**config.mk**
```make
export PLATFORM = sky130hd
export DESIGN_NAME = cdl_scale
export DESIGN_NICKNAME = d
export VERILOG_FILES = /design/src/rtl/cdl_pkg.sv /design/src/rtl/cdl_scale.sv
export SDC_FILE = /design/constraint.sdc
export NUM_CORES = 2
export LEC_CHECK = 0
export BUFFER_PORTS_ARGS = -buffer_cell sky130_fd_sc_hd__buf_2
export CORE_MARGIN = 2
export CORE_UTILIZATION = 60
export DETAILED_ROUTE_END_ITERATION = 10
export GPL_ROUTABILITY_DRIVEN = 0
export GPL_TIMING_DRIVEN = 0
export MAX_ROUTING_LAYER = met4
export PLACE_DENSITY = 0.86
export SLEW_MARGIN = 5
export SYNTH_ARGS = -nofsm -noshare
export SYNTH_HDL_FRONTEND = slang
export SYNTH_SLANG_ARGS = --single-unit
```
**constraint.sdc**
```tcl
create_clock -name vclk -period 33.8
set_input_delay 6.76 -clock vclk [all_inputs]
set_output_delay 6.76 -clock vclk [all_outputs]
set_load 0.01 [all_outputs]
```
**src/rtl/cdl_pkg.sv**
```systemverilog
// cdl_pkg: widths, constants, config register codes and the generator step
// function shared by the channel dropout block; no dependencies
package cdl_pkg;

  localparam int SAMPLE_W = 32;
  localparam int THRESH_W = 28;
  localparam int SCALE_W  = 24;
  localparam int CSIZE_W  = 17;
  localparam int GEN_W    = 28;
  localparam int CFG_IDX_W  = 2;
  localparam int CFG_DATA_W = 28;

  localparam logic [GEN_W-1:0] LCG_MODULUS = GEN_W'(214748387);
  localparam logic [6:0]       LCG_MULT    = 7'd75;
  localparam logic [GEN_W-1:0] LCG_SEED    = GEN_W'(10);

  localparam logic [THRESH_W-1:0] THRESH_RESET = '0;
  localparam logic [SCALE_W-1:0]  SCALE_RESET  = SCALE_W'(65536);
  localparam logic [CSIZE_W-1:0]  CSIZE_RESET  = CSIZE_W'(1);

  typedef enum logic [CFG_IDX_W-1:0] {
    CFG_DROP_THRESHOLD = 2'd0,
    CFG_KEEP_SCALE     = 2'd1,
    CFG_CHANNEL_SIZE   = 2'd2
  } cfg_idx_t;

  typedef struct packed {
    logic [THRESH_W-1:0] drop_threshold;
    logic [SCALE_W-1:0]  keep_scale;
    logic [CSIZE_W-1:0]  channel_size;
  } cfg_t;

  // x * 75 mod modulus; quotient estimated as floor(p * 10 / 2^31), which is
  // exact or one too high, so one conditional add of the modulus fixes it
  function automatic logic [GEN_W-1:0] lcg_next(input logic [GEN_W-1:0] x);
    logic [GEN_W+6:0]  p;
    logic [GEN_W+10:0] p10;
    logic [7:0]        q_est;
    logic [GEN_W+7:0]  qm;
    logic [GEN_W+8:0]  r;
    p     = x * LCG_MULT;
    p10   = ({4'd0, p} << 3) + ({4'd0, p} << 1);
    q_est = p10[GEN_W+10:GEN_W+3];
    qm    = q_est * LCG_MODULUS;
    r     = {2'd0, p} - {1'b0, qm};
    if (r[GEN_W+8]) begin
      r = r + {9'd0, LCG_MODULUS};
    end
    return r[GEN_W-1:0];
  endfunction

endpackage

```
**src/rtl/cdl_scale.sv**
```systemverilog
// cdl_scale: Q16.16 sample times Q8.16 scale, round half up, saturate to 32 bits
// depends on cdl_pkg
module cdl_scale import cdl_pkg::*; (
  input  logic signed [SAMPLE_W-1:0] sample,
  input  logic        [SCALE_W-1:0]  scale,
  output logic signed [SAMPLE_W-1:0] result
);

  localparam int PROD_W = SAMPLE_W + SCALE_W + 1;
  localparam int Q_W    = PROD_W - 16;
  localparam logic signed [Q_W-1:0] Q_MAX = Q_W'(64'sd2147483647);
  localparam logic signed [Q_W-1:0] Q_MIN = Q_W'(-64'sd2147483648);

  logic signed [PROD_W-1:0] prod, prod_rnd;
  logic signed [Q_W-1:0]    q;

  always_comb begin
    prod     = PROD_W'(sample) * $signed({1'b0, scale});
    prod_rnd = prod + PROD_W'(32768);
    q        = prod_rnd[PROD_W-1:16];
    if (q > Q_MAX) begin
      result = Q_MAX[SAMPLE_W-1:0];
    end else if (q < Q_MIN) begin
      result = Q_MIN[SAMPLE_W-1:0];
    end else begin
      result = q[SAMPLE_W-1:0];
    end
  end

endmodule

```
# Yosys cells after proc, flatten, opt, wreduce, memory -nomap -nowiden
# Cells that the tools add are included.
# op_classes
order_cmp,2
mul,1
mux,2
n_addsub,1
# op_table
op,n
$mux W32,2
$add A57 B17 Y57 const B,1
$mul A32 B25 Y57,1
$gt A41 B32 Y1 const B,1
$lt A41 B32 Y1 const B,1
# word_totals
word_cells,6
in_bits,56
output_inout_bits,32
reg_bits,0

# Depth between registers and ports, before layout
# depth
word_depth,5
mapped_depth,29

# Least setup slack after synthesis
# No wires, ideal clock.
# synth_path
kind,input port to output port
start,input port sample[31]
end,output port result[11]
path_buffers,2
stages,26
slack_ns,12.921
t_arrival_ns,14.119
t_required_ns,27.040
path_cell_list,clkbuf_1 -> nand2_1 -> fa_1 -> inv_1 -> fa_1 -> inv_1 -> fa_1 -> inv_1 -> fa_1 -> fa_1 -> fa_1 -> inv_1 -> fa_1 -> inv_1 -> ha_1 -> a21o_1 -> or3_1 -> o21ai_0 -> o21ai_1 -> o31ai_4 -> nand4b_1 -> and4b_1 -> nor4_1 -> a41oi_1 -> buf_2 -> o21ai_1
# synth_between
elab_chain_cells,5
word_cells_on_any_way,6
classes_between,1 x add/sub; 1 x mul; 2 x order compare; 2 x mux
# synth_rtl
item,line,rtl
start: declaration,cdl_scale.sv:4,"input logic signed [SAMPLE_W-1:0] sample,"
$mul A32 B25 Y57 *,cdl_scale.sv:18,"prod = PROD_W'(sample) * $signed({1'b0, scale});"
$add A57 B17 Y57 *,cdl_scale.sv:19,prod_rnd = prod + PROD_W'(32768);
$lt A41 B32 Y1,cdl_scale.sv:23,end else if (q < Q_MIN) begin
$mux W32,cdl_scale.sv:23,
$mux W32 *,cdl_scale.sv:21,if (q > Q_MAX) begin
end: declaration,cdl_scale.sv:6,output logic signed [SAMPLE_W-1:0] result
# Mark *: on every way between the ends. The rest lies on a longest branch, timed or not.

# Worst setup path in the final report
# layout_path
start,input port scale[4]
end,output port result[2]
# layout_between
elab_chain_cells,5
word_cells_on_any_way,6
classes_between,1 x add/sub; 1 x mul; 2 x order compare; 2 x mux
# layout_rtl
item,line,rtl
start: declaration,cdl_scale.sv:5,"input logic [SCALE_W-1:0] scale,"
$mul A32 B25 Y57 *,cdl_scale.sv:18,
$add A57 B17 Y57 *,cdl_scale.sv:19,
$lt A41 B32 Y1,cdl_scale.sv:23,
$mux W32,cdl_scale.sv:23,
$mux W32 *,cdl_scale.sv:21,
# Marks and branches as above.

==> results.yml <==
hold_path:
  min_path_type: "input port to output pin"
  hold_start: "scale[1]"
timing:
  finalSetupTns_ns: 0
  worst_slew_pin_slew_ns: 1.029
  fmaxAchievable_mhz: 43.32
  post-route-min-period_ns: 23.08
  rsz0062_at_grt: "no"
  maxSlewHeadroom: 0.3140
  setup_viol: 0
  maxSlewViolCount: 0
  fin_crit_sh: 0.6829
  hold_viol: 0
place:
  dpl_cell_area_um2: 30250
  dp.final_hpwl_um: 76860
  portBuffers: 88
routing:
  ant_nets: 0
  vias_per_cell: 5.989
  drc: 0
  wl_per_cell_um: 23.11
  first_iter_violations: 2565
  finalWirelength_um: 91360
  vias: 23680
  first_pass_iters: 7
synth:
  synthAdderAreaFrac: 0.6212
  synth-compound-area-share: 0.05317
  yosysUniqueCellTypes: 61
  yosysWarnings: 0
  synth_top_family_by_area: "adder cells"
  yosysSeqAreaShare: 0
  netlist_instances: 3237
  synth_top_cells_by_area: "fa_1 (54%), inv_1 (12%), and2_1 (11%)"
  avgSynthCellArea_um2: 8.970
  synth_xor_area_frac: 0.01418
  synth_area_um2: 29040
  synth_nets: 4263
  yosys.area_share.simple: 0.1714
  yosysTopAreaCellShare: 0.5419
  yosysTopAreaCell: "fa_1"
  yosys-mux-area-fraction: 0.0006894
die:
  die_w_um: 224.0
  die_h_um: 224.0
  start_util: 0.6081
  fp-row-count: 80
  ios: 88
  die-area_um2: 50170
  core_region_area_um2: 47750
worst_setup_path:
  startpoint: "scale[4]"
  critical_path.startpoint_type: "input port"
  cp-end-kind: "output pin"
  critical_path_class: "input port to output pin"
  required_ns: 27.04
  worstPathArrival_ns: 16.32
  cp_max_fo: 10
final_layout:
  design_area_um2: 30280
  postLayoutCoreUtil: 0.6342
  design.seq.count: 0
  drive_gt1_frac: 0.04481
  fin_nets: 4353
  regArea_um2: 0
  area_growth_syn_to_layout_pct: 4.287
  clockBufferCount: 0
global_routing:
  grt_pass1_vias: 26110
  grt_max_degree: 14
  antenna_found_initial: 9
  grt_pass1_wl_um: 143300
  grt.total_usage: 0.3985
  gr-total-overflow: 0
cts:
  cts_hold_buf: 0
  post-cts-setup-buffers: 0
  cts-resized-gates: 0
flow_run:
  max_cap_violations: 0
outcome:
  status: "finished, final reports clean"
[cell type report]
type	instances	area [µm²]
diodes	14	35.03
plain buffers	166	680.7
fillers	3705	17460
inverters	897	3367
multi-input cells	2174	24990
well taps	615	769.5
repair buffers	88	440.4
[routing by layer]
layer	wire, µm	track usage	vias up
met2	40760	0.6053	1918
met4	10790	0.3394	0
met3	11530	0.1173	674
met1	28280	0.4302	11600
met5	0	-	-
li1	-	-	9489
[per-stage QoR]
step | hold WS (ns) | worst slack [ns] | instances
floorplan | 14.21 | 12.92 | 3237
global placement | 14.61 | 11.06 | 3940
detailed placement | 14.63 | 10.99 | 3940
CTS | 14.63 | 10.94 | 3940
global route | 14.77 | 10.10 | 3948
finish | 14.65 | 10.72 | 3954
[cells in the mapped netlist (all sizes together) (2+ instances only)]
| library cell | count |
|---|---|
| inv | 897 |
| fa | 786 |
| and2 | 508 |
| nand2 | 306 |
| ha | 184 |
| clkbuf | 144 |
| o21ai | 77 |
| a21oi | 56 |
| nor2 | 32 |
| xnor2 | 32 |
| a21o | 26 |
| nand4 | 26 |
| buf | 22 |
| xor2 | 15 |
| nor3 | 14 |
| nand3 | 12 |
| o21bai | 11 |
| a211oi | 10 |
| o21a | 8 |
| a31oi | 7 |
| o211ai | 7 |
| o31ai | 6 |
| and3 | 5 |
| nand2b | 5 |
| nor4 | 4 |
| a221oi | 3 |
| a311oi | 3 |
| nand4b | 3 |
| or3 | 3 |
| a2111oi | 2 |
| a41oi | 2 |
| and4 | 2 |
| mux2i | 2 |
| nand3b | 2 |
| nor2b | 2 |
| nor3b | 2 |
| o2111a | 2 |
| o22ai | 2 |
[path summary, 6_finish.rpt]
| kind | to | cells past startpoint | slack, ns |
|---|---|---|---|
| setup / recovery | result[2] | 28 | 10.72 |
| hold / removal | result[2] | 9 | 14.65 |
[worst max-delay path, stage by stage]
cell and delay [ns]:
buf_2 0.17, clkbuf_1 0.63, nand2_1 0.21, fa_1 0.63, inv_1 0.06, fa_1 0.83, inv_1 0.19, fa_1 0.80
inv_1 0.34, fa_1 0.58, fa_1 0.51, fa_1 0.49, inv_1 0.05, fa_1 0.47, inv_1 0.04, ha_1 0.26
buf_2 0.20, nand4_1 0.27, nor4_2 0.41, nand4_1 0.30, o21ai_0 0.27, o22ai_1 0.21, or3_1 0.39, o2111ai_1 0.25
a41oi_1 0.37, buf_4 0.30, o21ai_2 0.15, buf_2 0.14
[cell families after synthesis]
logic type	count (synthesis)
multiplexers	2
XOR/XNOR	47
AO/OA/AOI/OAI	228
AND/OR/NAND/NOR	927
adder cells (fa/ha/maj)	970
buffers and inverters	1063
[placed cells by master (no fill, tap or decap), types with 5 or more instances in the layout]
| cell | count |
|---|---|
| inv_1 | 897 |
| fa_1 | 786 |
| and2_1 | 508 |
| nand2_1 | 306 |
| ha_1 | 184 |
| clkbuf_1 | 144 |
| buf_2 | 104 |
| a21oi_1 | 53 |
| o21ai_0 | 40 |
| nor2_1 | 32 |
| xnor2_1 | 32 |
| nand4_1 | 26 |
| a21o_1 | 25 |
| o21ai_2 | 20 |
| o21ai_1 | 17 |
| xor2_1 | 15 |
| diode_2 | 14 |
| nor3_1 | 14 |
| o21bai_1 | 11 |
| nand3_1 | 11 |
| o21a_1 | 8 |
| a31oi_1 | 7 |
| o211ai_1 | 7 |
| a211oi_1 | 6 |
| o31ai_1 | 5 |
