<file path="config.mk">
export PLATFORM = sky130hd
export DESIGN_NAME = cdl_lcg
export DESIGN_NICKNAME = d
export VERILOG_FILES = /design/src/rtl/cdl_pkg.sv /design/src/rtl/cdl_lcg.sv
export SDC_FILE = /design/constraint.sdc
export NUM_CORES = 1
export LEC_CHECK = 0
export CORE_MARGIN = 1
export CORE_UTILIZATION = 53
export DETAILED_ROUTE_END_ITERATION = 8
export DONT_BUFFER_PORTS = 1
export GPL_TIMING_DRIVEN = 0
export PLACE_DENSITY = 0.75
export SETUP_SLACK_MARGIN = 0.1
export SLEW_MARGIN = 5
export SYNTH_ARGS = -nofsm -noshare
export SYNTH_HDL_FRONTEND = slang
export SYNTH_SLANG_ARGS = --single-unit
</file>
<file path="constraint.sdc">
create_clock -name clk -period 34.7 [get_ports clk]
set_clock_uncertainty 0.15 [all_clocks]
set_input_delay 3.47 -clock clk [delete_from_list [all_inputs] [get_ports clk]]
set_output_delay 3.47 -clock clk [all_outputs]
set_load 0.005 [all_outputs]
</file>
<file path="src/rtl/cdl_pkg.sv">
// cdl_pkg: widths, constants, config register codes and the generator step
// function shared by the channel dropout block; no dependencies
package cdl_pkg;

  localparam int SAMPLE_W = 32;
  localparam int THRESH_W = 28;
  localparam int SCALE_W  = 24;
  localparam int CSIZE_W  = 17;
  localparam int GEN_W    = 28;
  localparam int CFG_IDX_W  = 2;
  localparam int CFG_DATA_W = 28;

  localparam logic [GEN_W-1:0] LCG_MODULUS = GEN_W'(214748387);
  localparam logic [6:0]       LCG_MULT    = 7'd75;
  localparam logic [GEN_W-1:0] LCG_SEED    = GEN_W'(10);

  localparam logic [THRESH_W-1:0] THRESH_RESET = '0;
  localparam logic [SCALE_W-1:0]  SCALE_RESET  = SCALE_W'(65536);
  localparam logic [CSIZE_W-1:0]  CSIZE_RESET  = CSIZE_W'(1);

  typedef enum logic [CFG_IDX_W-1:0] {
    CFG_DROP_THRESHOLD = 2'd0,
    CFG_KEEP_SCALE     = 2'd1,
    CFG_CHANNEL_SIZE   = 2'd2
  } cfg_idx_t;

  typedef struct packed {
    logic [THRESH_W-1:0] drop_threshold;
    logic [SCALE_W-1:0]  keep_scale;
    logic [CSIZE_W-1:0]  channel_size;
  } cfg_t;

  // x * 75 mod modulus; quotient estimated as floor(p * 10 / 2^31), which is
  // exact or one too high, so one conditional add of the modulus fixes it
  function automatic logic [GEN_W-1:0] lcg_next(input logic [GEN_W-1:0] x);
    logic [GEN_W+6:0]  p;
    logic [GEN_W+10:0] p10;
    logic [7:0]        q_est;
    logic [GEN_W+7:0]  qm;
    logic [GEN_W+8:0]  r;
    p     = x * LCG_MULT;
    p10   = ({4'd0, p} << 3) + ({4'd0, p} << 1);
    q_est = p10[GEN_W+10:GEN_W+3];
    qm    = q_est * LCG_MODULUS;
    r     = {2'd0, p} - {1'b0, qm};
    if (r[GEN_W+8]) begin
      r = r + {9'd0, LCG_MODULUS};
    end
    return r[GEN_W-1:0];
  endfunction

endpackage

</file>
<file path="src/rtl/cdl_lcg.sv">
// cdl_lcg: generator value, position inside the channel and drop decision
// depends on cdl_pkg
module cdl_lcg import cdl_pkg::*; #(
  parameter int MAX_CHANNEL_ELEMENTS = 65536
) (
  input  logic clk,
  input  logic rst_n,
  input  logic advance,
  input  logic tensor_start,
  input  cfg_t cfg,
  output logic drop
);

  localparam int POS_W  = (MAX_CHANNEL_ELEMENTS > 1) ? $clog2(MAX_CHANNEL_ELEMENTS) : 1;
  localparam int SIZE_W = $clog2(MAX_CHANNEL_ELEMENTS + 1);
  localparam int CMP_W  = ((SIZE_W > CSIZE_W) ? SIZE_W : CSIZE_W) + 1;
  localparam logic [CMP_W-1:0] MAX_SIZE = CMP_W'(MAX_CHANNEL_ELEMENTS);

  logic [GEN_W-1:0] gen_r, gen_nxt, gen_cur, gen_step;
  logic [POS_W-1:0] pos_r, pos_nxt, pos_cur;
  logic             drop_r, drop_nxt;
  logic [CMP_W-1:0] size_raw, size_eff, pos_inc;
  logic             first;

  always_comb begin
    size_raw = CMP_W'(cfg.channel_size);
    if (size_raw == '0) begin
      size_eff = CMP_W'(1);
    end else if (size_raw > MAX_SIZE) begin
      size_eff = MAX_SIZE;
    end else begin
      size_eff = size_raw;
    end

    pos_cur  = tensor_start ? '0 : pos_r;
    gen_cur  = tensor_start ? LCG_SEED : gen_r;
    first    = (pos_cur == '0);
    gen_step = lcg_next(gen_cur);
    gen_nxt  = first ? gen_step : gen_cur;
    drop_nxt = first ? (gen_step < cfg.drop_threshold) : drop_r;

    pos_inc = CMP_W'(pos_cur) + CMP_W'(1);
    pos_nxt = (pos_inc >= size_eff) ? '0 : pos_inc[POS_W-1:0];
  end

  assign drop = drop_nxt;

  always_ff @(posedge clk) begin
    if (!rst_n) begin
      gen_r  <= LCG_SEED;
      pos_r  <= '0;
      drop_r <= 1'b0;
    end else if (advance) begin
      gen_r  <= gen_nxt;
      pos_r  <= pos_nxt;
      drop_r <= drop_nxt;
    end
  end

endmodule

</file>
* After elaboration in Yosys (flattened, before gate mapping) *
Index checks and enable logic that the tools add are counted.
Widths: inputs -> output; s select.

word-level totals
  bits in registers = 45
  output and inout bits = 1

operators by class
  muxes and demuxes = 8
  order comparisons = 3
  multiply operators = 2
  reductions and logical operators = 2
  $add $sub $neg = 4

operators with widths
  kind                    count
  $mux 28                 3
  $add 38x36->39          1
  $sub 35x36->37          1
  $mul 8x28->36 const B   1
  $mul 28x7->35 const B   1
  $mux 16                 2
  $add 28x28->28 const B  1
  $lt 28x28->1            1
  $ge 17x18->1            1
  $mux 18                 1
  $add 16x1->17 const B   1
  $gt 17x17->1 const B    1
  $logic_not 17->1        1
  $mux 17                 1
  $logic_not 16->1        1
  $mux 1                  1

* Depth between registers and ports, before layout *
Gate-level depths: netlist (run 1).

  depth in word-level cells = 9
  gate-level depth with buffers = 67

* Worst setup path before layout (run 1) *
No wires, ideal clock.

  path type = in2out
  start point = in tensor_start
  end point = out drop
  stages on the path = 63
  arrival = 16,656 ps
  required time = 31,080 ps
  setup slack = 14,424 ps
  path through = clkbuf_1 -> clkbuf_1 -> clkbuf_1 -> clkbuf_1 -> nor2b_1 -> ha_1 -> ha_1 -> inv_1 -> fa_1 -> inv_1 -> ha_1 -> xor2_1 -> ha_1 -> inv_1 -> o21bai_1 -> or2_2 -> a21o_1 -> a21o_1 -> [27 not listed] -> o311ai_1 -> a21o_1 -> nand2_1 -> buf_2 -> nor2_1 -> xor2_1 -> ha_1 -> a21o_1 -> a21o_1 -> a21oi_1 -> nor2b_1 -> o21ai_0 -> nand2b_1 -> a21oi_1 -> nor2b_1 -> o21ai_0 -> o31ai_1 -> o31ai_1

on the way
  longest elaborated chain between the ends = 9
  elaborated cells on any way between the ends = 11

ends and longest elaborated chain
  item                RTL line       text
  start: declaration  cdl_lcg.sv:9   input logic tensor_start,
  $mux 28             cdl_lcg.sv:36  gen_cur = tensor_start ? LCG_SEED : gen_r;
  $mul 28x7->35       cdl_pkg.sv:41  p = x * LCG_MULT;
  $add 38x36->39      cdl_pkg.sv:42  p10 = ({4'd0, p} << 3) + ({4'd0, p} << 1);
  $mul 8x28->36       cdl_pkg.sv:44  qm = q_est * LCG_MODULUS;
  $sub 35x36->37      cdl_pkg.sv:45  r = {2'd0, p} - {1'b0, qm};
  $add 28x28->28      cdl_pkg.sv:47  r = r + {9'd0, LCG_MODULUS};
  $mux 28             cdl_pkg.sv:46  if (r[GEN_W+8]) begin
  $lt 28x28->1        cdl_lcg.sv:40  drop_nxt = first ? (gen_step < cfg.drop_threshold) : drop_r;
  $mux 1 (*)          cdl_lcg.sv:40
  end: declaration    cdl_lcg.sv:11  output logic drop

Every way passes the cells marked *; elsewhere a longest branch is shown, timed or not.

* Final worst setup path (run 1) *
Same ends and word-level chain as after synthesis.

==> impl_metrics.tcl, run 1 <==
set metrics [dict create \
    synth_ff_type "dfxtp_1" \
    htree_num_levels 2 \
    synth_top_area_share_pct 22.9 \
    place_hpwl_mm 30.4 \
    antenna_left 0 \
    grt_use_total_pct 25.4 \
    cts_sinks 45 \
    utilization_pct 56.7 \
    layout-drive-gt1-share_pct 3.71 \
    synth_simple_gate_area_share_pct 16.3 \
    synth-edff-count 0 \
    ys_top_cells_by_area "ha_1, fa_1, inv_1" \
    finalSetupTns_ps 0 \
    dieArea_um2 27700 \
    core.rowCount 59 \
    yosys.area.top_type "ha_1" \
    arrival_ps 19270 \
    cp_max_fo 10 \
    nets 2232 \
    grt_pass1_wl_mm 58.2 \
    synth_compound_area_share_pct 20.1 \
    post-cts-setup-buffers 0 \
    maxCapViolCount 0 \
    synthCells 1770 \
    syn_area_per_cell_um2 8.09 \
    post_drt_wl_per_cell_um 16.5 \
    vias 12400 \
    finalCritPeriodShare_pct 66.0 \
    cts_buffers 5 \
    synthAdderAreaFrac_pct 39.5 \
    async_reset_ff_share_pct 0 \
    regToRegStartpoint "gen_r[5]$_SDFFE_PN0P_" \
    synth.area.mux_share_pct 0.454 \
    synth-xor-area-share_pct 7.21 \
    root_buffer "clkbuf_16" \
    netlist_area_um2 14300 \
    clkTransAtPathRegs_ps 60 \
    core_um2 26300 \
    layout_common_cells "inv_1, ha_1, fa_1, nor2_1, a21oi_1" \
    die_h_um 166 \
    antenna_found_initial 0 \
    crit_end "drop" \
    max_freq_mhz 43.7 \
    finalWirelength_mm 34.9 \
    grt_max_degree 15 \
    hold_viol_final 0 \
    finalSetupViolCount 0 \
    ys_types 94 \
    hold_depth 1 \
    synthesis.nets 2224 \
    port_buffers 0 \
    crit_path_top_delay_cell "xnor2_1" \
    slew_viol_final 0 \
    rr_worst_depth 55 \
    min_path_type "flop to flop" \
    drc 0 \
    io_pins 74 \
    synthToLayoutAreaGrowth_pct 4.12 \
    ctsHoldBuffers 0 \
    overflow 0 \
    n_antenna_cell 0 \
    drt_pass1_iterations 5 \
    synth_top_family_by_area "adder cells" \
    period_minus_slack_ps 22890 \
    yosysWarnings 0 \
    rsz0062_at_grt "false" \
    worst-slew-pin-transition_ps 1100 \
    ys_seq_elements 45 \
    status "finished clean" \
    crit_type "input pin to output pin" \
    grt_pass1_vias 12000 \
    ctsResizeCount 0 \
    critPathCaptureType "output pin" \
    drt_iter0_markers 645 \
    r2r_end "drop_r$_SDFFE_PN0P_" \
    slew_headroom_pct 26.4 \
    rrSetupSlack_ps 19820 \
    start_kind "input pin" \
    routabilityCongestion 0.928 \
    cp_slowest_stage_delay_ps 900 \
    crit_path_frequent_cell "ha_1" \
    yosysSeqAreaShare_pct 6.29 \
    clock_latency_ps 290 \
    cts_buffer_depth 2 \
    start_util_pct 54.5 \
    layout_commonest_cell "inv_1" \
    vias_per_cell 5.85 \
    tritoncts "built" \
    die_w_um 166 \
    crit_start "tensor_start" \
    critical_path_required_ps 31080 \
]
-- layer usage --
metal	GRT usage (%)	routed length, µm	share of wire [%]	up-vias
met5	0	0	0	-
met4	6.64	858	2.5	0
met3	1.72	1250	3.6	52
met2	43.2	16200	46	292
met1	34.8	16600	48	5908
li1	-	-	-	6117
-- critical path, delay by kind of cell --
kind / cells / cell delay, ps
simple gates: 11 / 2260
compound gates: 21 / 4640
fa+ha+maj: 12 / 4750
buf+inv: 12 / 2470
xor+xnor: 3 / 1640
-- metrics by stage --
step	hold slack [ps]	cell area (µm²)	setup slack [ps]	cells
final	319	14900	11810	2114
after global routing	343	14900	11000	2114
after global placement	293	14700	11580	2105
after floorplan	270	14300	14420	1770
after detailed placement	308	14800	11990	2106
after CTS	324	14900	11910	2114
-- registers in the layout, indices dropped and copies added (netlist names) --
name / count
drop_r: 1
gen_r: 28
pos_r: 16
-- cells in the mapped netlist (34+ instances only) --
library cell and instances:
nor2b_1 35, nand2_1 78, nand3_1 45, xnor2_1 69, dfxtp_1 45, nor2_1 86, fa_1 119, clkbuf_1 34
ha_1 262, xor2_1 47, inv_1 321, a21oi_1 83, nand2b_1 39, nand4_1 37, o21ai_0 53, a21o_1 51
-- cell families after synthesis --
family	after synthesis
flip-flops	45
multiplexers	6
AND/OR/NAND/NOR	444
buffers and inverters	375
XOR/XNOR	117
AO/OA/AOI/OAI	402
adder cells (fa/ha/maj)	381
-- worst min path at each step --
stage / start / end / slack, ps
final: gen_r[2]$_SDFFE_PN0P_ / gen_r[2]$_SDFFE_PN0P_ / 320
after CTS: gen_r[2]$_SDFFE_PN0P_ / gen_r[2]$_SDFFE_PN0P_ / 320
after global placement: gen_r[3]$_SDFFE_PN1P_ / gen_r[3]$_SDFFE_PN1P_ / 290
after global routing: gen_r[26]$_SDFFE_PN0P_ / gen_r[26]$_SDFFE_PN0P_ / 340
after detailed placement: gen_r[2]$_SDFFE_PN0P_ / gen_r[2]$_SDFFE_PN0P_ / 310
after floorplan: gen_r[3]$_SDFFE_PN1P_ / gen_r[3]$_SDFFE_PN1P_ / 270
-- area by class of cell --
class | count | area, µm²
Multi-Input combinational cell | 1350 | 12000
Tap cell | 335 | 419
Clock inverter | 2 | 13.8
Clock buffer | 6 | 139
Buffer | 49 | 221
Timing Repair Buffer | 1 | 11.3
Sequential cell | 45 | 901
Fill cell | 2435 | 11400
Inverter | 326 | 1220
Power of run 1 is left out: the tool's default activity adds up to more than one toggle a clock period on the data nets, which glitch-free logic cannot reach.
==> run 2, diff against run 1 <==
Settings changed: ABC_AREA from default to 1.
Clock period 34.7 ns to 23.6 ns, I/O delays scaled along.
==> impl_metrics.tcl, run 2 <==
set metrics [dict create \
    yosysSeqAreaShare_pct 5.85 \
    post_drt_wl_per_cell_um 15.5 \
    synth_ff_type "dfxtp_1" \
    reg.largest.list "gen_r x28, pos_r x16, drop_r x1" \
    place_hpwl_mm 37.9 \
    status "finished clean" \
    regMostFlops "gen_r" \
    largest_register_ffs 28 \
    routabilityCongestion 0.942 \
    max_freq_mhz 54.9 \
    tritoncts "built" \
    multi_input_area_um2 12300 \
    synth-edff-count 0 \
    crit_start "tensor_start" \
    start_kind "input pin" \
    cts_buffers 5 \
    crit_path_frequent_cell "nand2_1" \
    clkTransAtPathRegs_ps 60 \
    ys_types 58 \
    min_path_type "flop to flop" \
    worst-slew-pin-transition_ps 1230 \
    clock_latency_ps 290 \
    crit_path_top_delay_cell "xnor2_2" \
    antenna_left 0 \
    core_um2 28600 \
    yosysMostFrequentCell "nand2_1" \
    crit_type "input pin to output pin" \
    io_pins 74 \
    netlist_area_um2 15400 \
    cp_max_fo 15 \
    die_w_um 172 \
    ctsHoldBuffers 0 \
    grt_use_total_pct 29.6 \
    ys_seq_elements 45 \
    regToRegStartpoint "gen_r[5]$_SDFFE_PN0P_" \
    synthesis.nets 2837 \
    maxCapViolCount 0 \
    drc 0 \
    yosys.area.top_type "ha_1" \
    finalCritPeriodShare_pct 77.1 \
    cp_slowest_stage_delay_ps 940 \
    min-delay-start "gen_r[26]$_SDFFE_PN0P_" \
    ys_top_cells_by_count "nand2_1, inv_1, ha_1" \
    post-cts-setup-buffers 0 \
    start_util_pct 53.8 \
    n_antenna_cell 0 \
    slew_viol_final 0 \
    critPathCaptureType "output pin" \
    finalSetupViolCount 0 \
    async_reset_ff_share_pct 0 \
    vias 15200 \
    ctsResizeCount 0 \
    finalSetupTns_ps 0 \
    dieArea_um2 29700 \
    hold_viol_final 0 \
    ys_top_cells_by_area "ha_1, fa_1, nand2_1" \
    synth_top_area_share_pct 21.3 \
    htree_num_levels 2 \
    port_buffers 0 \
    layout_common_cells "nand2_1, inv_1, ha_1, nor2_1, a21oi_1" \
    slew_headroom_pct 17.4 \
    syn_area_per_cell_um2 6.46 \
    core.rowCount 62 \
    root_buffer "clkbuf_16" \
    nets 2844 \
    cts_sinks 45 \
    synthCells 2383 \
    grt_pass1_wl_mm 69.6 \
    num-fill-cells 2830 \
    vias_per_cell 5.46 \
    arrival_ps 15690 \
    finalWirelength_mm 43.1 \
    antenna_found_initial 0 \
    layout-drive-gt1-share_pct 2.84 \
    drt_iter0_markers 1163 \
    cts_buffer_depth 2 \
    die_h_um 172 \
    drt_pass1_iterations 5 \
    grt_max_degree 18 \
    seq_area_um2 901 \
    layout_commonest_cell "nand2_1" \
    rsz0062_at_grt "false" \
    overflow 0 \
    critical_path_required_ps 21090 \
    period_minus_slack_ps 18200 \
    grt_pass1_vias 14300 \
    synthToLayoutAreaGrowth_pct 4.35 \
    yosysWarnings 0 \
]
==> run 2: cell count changes after synthesis, moves of 17 or more <==
cell / before / now
a21o_1: 51 / 7
inv_1: 321 / 537
nand2b_1: 39 / 0
nand3_1: 45 / 110
nor2_1: 86 / 186
nor2b_1: 35 / 1
nand2_1: 78 / 577
a22o_1: 21 / 0
xnor2_1: 69 / 11
a21boi_0: 18 / 1
a21oi_1: 83 / 172
and2_1: 24 / 3
==> run 2: cell type report <==
type | instances | area share [%]
Inverter | 549 | 12.8
Tap cell | 384 | 2.99
Clock inverter | 3 | 0.405
Buffer | 27 | 0.662
Multi-Input combinational cell | 1762 | 76.7
Sequential cell | 45 | 5.61
Clock buffer | 5 | 0.779
==> run 2: kinds of logic (layout without fill, tap and decap cells) <==
| logic type | count (synthesis) | count (layout) | share of synthesized area [%] |
|---|---|---|---|
| flops | 45 | 45 | 5.85 |
| xor+xnor | 66 | 66 | 4.02 |
| simple gates | 999 | 999 | 27.7 |
| fa+ha+maj | 382 | 382 | 36.8 |
| compound gates | 315 | 315 | 11.5 |
| buf+inv | 576 | 584 | 14.1 |
==> run 2: worst paths after layout <==
path                                                to  slack (ps)  cells past startpoint
worst max-delay path                              drop        5400                     59
worst max register to register     drop_r$_SDFFE_PN0P_       10480                     59
worst min register to register  gen_r[26]$_SDFFE_PN0P_         320                      2
worst min-delay path            gen_r[26]$_SDFFE_PN0P_         320                      2
==> run 2: layer usage <==
layer	share of wire, %	global-route usage, %	up-vias
met3	5.4	2.11	97
li1	-	-	7534
met4	3.6	10.5	0
met2	47	51.4	457
met1	44	38.6	7064
met5	0	0	-
==> run 2: stage by stage <==
stage	area [µm²]	hold slack, ps	setup slack [ps]	util (%)	instances
floorplan	15400	295	8020	-	2383
global placement	15900	302	5700	55.5	2767
detailed placement	15900	305	5640	55.5	2767
CTS	16100	315	5570	56.1	2775
global route	16100	331	4330	56.1	2775
finish	16100	318	5400	56.1	2775
==> run 2: worst max-delay path: cells and delay by family <==
kind | cells | cell delay, ps
XOR/XNOR | 3 | 1780
AND/OR/NAND/NOR | 20 | 2530
buffers and inverters | 13 | 1720
AO/OA/AOI/OAI | 11 | 1880
adder cells (fa/ha/maj) | 12 | 5370
Power of run 2 is left out for the same reason.
==> run 3, diff against run 2 <==
Settings changed: PLACE_DENSITY 0.75 to 0.78.
Clock period 23.6 ns to 15.6 ns, I/O delays scaled along.
==> impl_metrics.tcl, run 3 (synthesis results as in run 2) <==
set metrics [dict create \
    status "finished clean" \
    place_hpwl_mm 36.7 \
    arrival_ps 13170 \
    critical_path_required_ps 13890 \
    grt_pass1_wl_mm 68.6 \
    cts_sinks 45 \
    slew_headroom_pct 34.5 \
    routabilityCongestion 1.00 \
    die_w_um 172 \
    rrSetupSlack_ps 3770 \
    cp_max_fo 10 \
    routed.top_layer "met4" \
    met1_length_mm 18.0 \
    clkTransAtPathRegs_ps 70 \
    layout_commonest_cell "nand2_1" \
    grt_max_degree 17 \
    core_um2 28600 \
    tritoncts "built" \
    die_h_um 172 \
    cp_slowest_stage_delay_ps 530 \
    layout-drive-gt1-share_pct 5.62 \
    reg.largest.list "gen_r x28, pos_r x16, drop_r x1" \
    cts_buffers 5 \
    period_minus_slack_ps 14880 \
    start_kind "input pin" \
    grt_pass1_vias 14600 \
    placed_cell_area_um2 15900 \
    start_util_pct 53.8 \
    root_buffer "clkbuf_16" \
    largest_register_ffs 28 \
    crit_path_top_delay_cell "fa_1" \
    overflow 0 \
    nets 2856 \
    antenna_left 0 \
    maxCapViolCount 0 \
    route.met3.wl_mm 2.78 \
    port_buffers 0 \
    regMostFlops "gen_r" \
    synthToLayoutAreaGrowth_pct 6.93 \
    finalWirelength_mm 42.6 \
    critPathCaptureType "output pin" \
    clock_latency_ps 290 \
    post_drt_wl_per_cell_um 15.3 \
    dieArea_um2 29700 \
    layout_common_cells "nand2_1, inv_1, ha_1, nor2_1, a21oi_1" \
    max_freq_mhz 67.2 \
    antenna_found_initial 0 \
    wl_met2_mm 20.7 \
    drt_iter0_markers 1146 \
    worst-slew-pin-transition_ps 976 \
    htree_num_levels 2 \
    cts_buffer_depth 2 \
    n_antenna_cell 0 \
    hold_viol_final 0 \
    io_pins 74 \
    design_area_um2 16500 \
    slew_viol_final 0 \
    min_path_type "flop to flop" \
    drc 0 \
    crit_path_frequent_cell "nand2_1" \
    vias_per_cell 5.51 \
    drt_pass1_iterations 7 \
    crit_type "input pin to output pin" \
    vias 15400 \
    finalSetupViolCount 0 \
    grt_use_total_pct 28.8 \
    core.rowCount 62 \
    ctsHoldBuffers 0 \
    finalCritPeriodShare_pct 95.4 \
]
-- run 3: routing by layer --
metal | GRT usage, % | vias up
met3 | 3.66 | 78
met1 | 37.1 | 7231
met2 | 49.9 | 511
met5 | 0 | -
met4 | 8.46 | 0
li1 | - | 7539
-- run 3: through the flow --
stage,util (%),setup WS (ps),cells,hold slack [ps],TNS (ps)
after floorplan,-,1620,2383,295,0
after global placement,55.5,-571,2767,302,-571
after detailed placement,55.5,-715,2767,305,-715
after CTS,56.3,115,2780,315,0
after global routing,57.5,-33.8,2787,333,-33.8
final,57.5,723,2787,317,0
-- run 3: critical path: cells and delay by family --
family                     cells  cell delay (ps)
adders and majority gates     12             5060
and+or+nand+nor               28             3890
buffers and inverters         14             1540
AOI/OAI and AO/OA              5              730
xor gates and xnor gates       2              390
-- run 3: area by class of cell --
| class | instances | area, µm² |
|---|---|---|
| Tap cell | 384 | 480 |
| Clock buffer | 5 | 125 |
| Multi-Input combinational cell | 1762 | 12600 |
| Sequential cell | 45 | 901 |
| Fill cell | 2699 | 12200 |
| Clock inverter | 3 | 21.3 |
| Timing Repair Buffer | 13 | 110 |
| Inverter | 549 | 2070 |
| Buffer | 26 | 128 |
-- run 3: repair_timing --
| item | in CTS | in global routing |
|---|---|---|
| gates resized for setup | 10 | 74 |
| setup endpoints to repair | 1 | 1 |
| buffers inserted | 6 | 7 |
| pin swaps | 1 | 4 |
-- run 3: worst paths after layout --
check / depth (start not counted) / from / endpoint
worst max-delay path: 61 / tensor_start / drop
worst min-delay path: 2 / gen_r[18]$_SDFFE_PN0P_ / gen_r[18]$_SDFFE_PN0P_
worst max register to register: 64 / gen_r[12]$_SDFFE_PN0P_ / drop_r$_SDFFE_PN0P_
worst min register to register: 2 / gen_r[18]$_SDFFE_PN0P_ / gen_r[18]$_SDFFE_PN0P_
Power of run 3 is left out for the same reason.
